<file path="src/rtl/rba_pkg.sv">
// Shared types, sizes and codes for the reference-counted page allocator.
// No dependencies; rba_ffs and the top level in rtl/ import this package.
package rba_pkg;

    // Sizing
    localparam int PAGE_COUNT     = 8192;
    localparam int COUNT_BITS     = 16;
    localparam int WORD_BITS      = 64;
    localparam int WORD_COUNT     = (PAGE_COUNT + WORD_BITS - 1) / WORD_BITS;
    localparam int CHUNK_COUNT    = (WORD_COUNT + WORD_BITS - 1) / WORD_BITS;
    localparam int CHUNK_BITS     = (CHUNK_COUNT > 1) ? $clog2(CHUNK_COUNT) : 1;
    localparam int BIT_IDX_BITS   = $clog2(WORD_BITS);
    localparam int WORD_ADDR_BITS = CHUNK_BITS + BIT_IDX_BITS;
    localparam int PAGE_W         = WORD_ADDR_BITS + BIT_IDX_BITS;
    localparam int PAGE_ADDR_BITS = $clog2(PAGE_COUNT);

    // Port field widths
    localparam int MODE_W   = 2;
    localparam int PAGE_F_W = 13;
    localparam int CNT_F_W  = 16;
    localparam int STAT_W   = 3;

    // Register indexes on the configuration port
    localparam logic CFG_RES_FIRST = 1'b0;
    localparam logic CFG_RES_LAST  = 1'b1;

    typedef enum logic [MODE_W-1:0] {
        MODE_ALLOC  = 2'd0,
        MODE_FREE   = 2'd1,
        MODE_ADDREF = 2'd2,
        MODE_SEED   = 2'd3
    } mode_t;

    typedef enum logic [STAT_W-1:0] {
        STAT_OK    = 3'd0,
        STAT_OOM   = 3'd1,
        STAT_UNDER = 3'd2,
        STAT_SAT   = 3'd3,
        STAT_IGN   = 3'd4
    } status_t;

    // Result of the find-lowest-set unit
    typedef struct packed {
        logic                    found;
        logic [BIT_IDX_BITS-1:0] idx;
    } ffs_res_t;

endpackage

</file>
<file path="src/rtl/rba_ffs.sv">
// Shared find-lowest-set-bit unit over one bitmap or summary word.
// Depends on rba_pkg for the word size and result struct.
module rba_ffs (
    input  logic [rba_pkg::WORD_BITS-1:0] word,
    output rba_pkg::ffs_res_t             res
);
    import rba_pkg::*;

    // halving search: six narrowing steps on a 64-bit word
    always_comb
    begin
        logic [WORD_BITS-1:0]    v;
        logic [WORD_BITS-1:0]    mask;
        logic [BIT_IDX_BITS-1:0] idx;
        v   = word;
        idx = '0;
        for (int lvl = BIT_IDX_BITS - 1; lvl >= 0; lvl--)
        begin
            mask = (WORD_BITS'(1) << (1 << lvl)) - WORD_BITS'(1);
            if ((v & mask) == '0)
            begin
                idx[lvl] = 1'b1;
                v        = v >> (1 << lvl);
            end
        end
        res.found = |word;
        res.idx   = idx;
    end

endmodule

</file>
<file path="config.mk">
export PLATFORM = sky130hd
export DESIGN_NAME = rba_ffs
export DESIGN_NICKNAME = d
export VERILOG_FILES = /design/src/rtl/rba_pkg.sv /design/src/rtl/rba_ffs.sv
export SDC_FILE = /design/constraint.sdc
export NUM_CORES = 1
export LEC_CHECK = 0
export ABC_CLOCK_PERIOD_IN_PS = 1800
export BUFFER_PORTS_ARGS = -buffer_cell sky130_fd_sc_hd__buf_2
export CORE_MARGIN = 1
export CORE_UTILIZATION = 35
export DETAILED_ROUTE_END_ITERATION = 7
export PLACE_DENSITY = 0.9
export SYNTH_ARGS = -nofsm -noshare
export SYNTH_HDL_FRONTEND = slang
export SYNTH_SLANG_ARGS = --single-unit
</file>
<file path="constraint.sdc">
create_clock -name vclk -period 1.8
set_input_delay 0.09 -clock vclk [all_inputs]
set_output_delay 0.09 -clock vclk [all_outputs]
set_load 0.01 [all_outputs]
</file>
==> run metrics <==
status=finished, violations left; failing checks=negative setup slack; Avg WL per Cell=24.4 um; share of cells above drive strength 1=0.751; slew at the pin closest to its max-slew limit=0.734 ns; synth-to-layout area growth=140%; Switching Share=0.485; DR vias=1808; Net Sw Power=0.152 mW; register area=0 um2; HP Class=input pin to output port; initial detailed-routing violation count=162; fill count=94; drt pass-1 iters=5; GRT overflow=0; Internal Power=0.161 mW; initial antenna violation count=0; CP max-delay cell=a2111oi_1; synthesized area per cell=7.01 um2; total length of routed wires=6260 um; core area=1960 um2; RSZ-0062 raised after global routing=true; Post-layout nets=295; max_cap viols=0; CP endpoint kind=output port; YS warnings=0; fmax=403 MHz; Yosys top cell area share=0.0850; DRC=0; Tmin final=2.48 ns; CP max stage delay=0.67 ns; Post-Layout Cell Count=256; area taken by multi-input logic gates=876 um2; die height=47.8 um; critical path fanouts, max=6; Final HPWL DP=3320 um; CTS Hold Bufs=0; All-Layer GR Usage=0.511; die area=2290 um2; ant diodes=0; Cell Chain, Critical Path=buf_2 > nor3_1 > and3_2 > nand3_2 > inv_2 > a2111oi_1 > a221oi_2 > nand4b_1 > o21ai_2 > o2bb2ai_2 > buf_2; Fin Hold WS=0.536 ns; Die X-Extent=47.8 um; Post-Syn Nets=169; combinational share of power=1.000; first-pass GRT wire length=7990 um; antenna viol nets, final=0; Worst EP arrival=2.39 ns; pin count of the biggest net entering global routing=13; Finish-stage setup viols=4; PD cells=177 nW/um2; Max-Slew Margin vs Limit=0.509; sequential fraction of the synthesis area=0; sequential power share=0; Mapped Cells=105; Worst path most repeated cell=buf_2; input/output buffers=71; critical path type=input pin to output port; Initial Utilization=0.375; DP Cell Count=251; FFs & Latches=0; period utilization=1.38; Final Hold Viols=0; I/O Pins=71; Synth area leaders=nor4_1 8.5%, buf_6 7.7%, a21o_1 7.1%; num rows=16; Netlist cell types=40; max-slew violations=0; required time of the critical path=1.71 ns; vias in the first global route=1663; gp weighted congestion=0.998; drt via density=7.06; Worst Setup Start Kind=input pin; Peak supply drop=0.000151 V; clock buffers=0; clock power share=0; synthesized area=736 um2; Leak=0.850 nW; worst setup margin=-0.680 ns; post-synth top area cell=nor4_1
==> synth_stat cells, drive strengths merged, types with 3 or more instances <==
| cell type | number |
|---|---|
| nor2 | 13 |
| nor4 | 11 |
| a21oi | 10 |
| a21o | 7 |
| a221oi | 6 |
| buf | 6 |
| a41o | 4 |
| inv | 4 |
| nor3 | 4 |
| nand2 | 3 |
| nand3 | 3 |
| nand4 | 3 |
| o211ai | 3 |
| or2 | 3 |
==> kinds of logic after synthesis <==
logic type | count (synthesis) | share of synthesized area
AO/OA/AOI/OAI | 48 | 0.532
buffers and inverters | 10 | 0.104
AND/OR/NAND/NOR | 47 | 0.364
==> critical path, delay by kind of cell <==
family	cells	cell delay, ns
buffers and inverters	3	0.34
AND/OR/NAND/NOR	4	0.83
AO/OA/AOI/OAI	4	1.14
==> cell type report <==
type	count	area share
tap	27	0.0191
timing repair buffer	130	0.477
multi-input combinational	95	0.495
inverter	4	0.00849
==> final timing paths <==
| kind | from | end | slack, ns | depth (start not counted) |
|---|---|---|---|---|
| worst max-delay path | word[25] | res[0] | -0.68 | 11 |
| worst min-delay path | word[63] | res[6] | 0.54 | 4 |
==> routing by layer <==
metal,part of all wire,wire length [um],global-route usage
met1,0.33,2070,0.479
met2,0.42,2600,0.803
met3,0.14,860,0.336
met4,0.11,717,0.356
met5,0,0,0.0500
==> power groups by stage <==
stage / combinational, mW / sequential [mW] / clock (mW)
2_1_floorplan: 0.0626 / 0 / 0
3_3_place_gp: 0.232 / 0 / 0
3_5_place_dp: 0.237 / 0 / 0
4_1_cts: 0.266 / 0 / 0
5_1_grt: 0.324 / 0 / 0
6_report: 0.313 / 0 / 0
==> placed cells by master (no fill, tap or decap), types with 2 or more instances in the layout <==
| master | netlist | layout |
|---|---|---|
| a21o_1 | 7 | 7 |
| a41o_2 | 4 | 4 |
| o211ai_1 | 2 | 2 |
| nor4_2 | 1 | 3 |
| nand3_2 | 1 | 2 |
| buf_6 | 5 | 8 |
| nor2_1 | 13 | 11 |
| nor2_2 | 0 | 2 |
| buf_4 | 0 | 57 |
| nand4_1 | 3 | 3 |
| nand2_1 | 3 | 3 |
| nor3_2 | 0 | 3 |
| a21oi_1 | 10 | 9 |
| o211a_1 | 2 | 2 |
| or2_2 | 3 | 3 |
| nor4_4 | 0 | 5 |
| nor4_1 | 10 | 3 |
| o221a_1 | 2 | 2 |
| inv_2 | 1 | 3 |
| a221oi_2 | 0 | 5 |
| buf_2 | 1 | 65 |
==> per-stage QoR <==
step	cell area [um2]	utilization	setup TNS [ns]	power [mW]	worst slack, ns
detailed placement	1490	0.758	-1.82	0.237	-0.598
CTS	1660	0.845	-0.870	0.266	-0.353
global route	1770	0.901	-2.89	0.324	-0.905
finish	1770	0.901	-1.92	0.313	-0.680
global placement	1490	0.758	-1.43	0.232	-0.493
floorplan	753	-	-0.248	0.0626	-0.128
==> repair_timing <==
action | CTS | global route
pin swaps | 17 | 11
hold endpoints to repair | 0 | 0
resized for setup | 26 | 20
setup buffers | 4 | 1
setup endpoints to repair | 4 | 5
(Power assumes the default switching activity.)
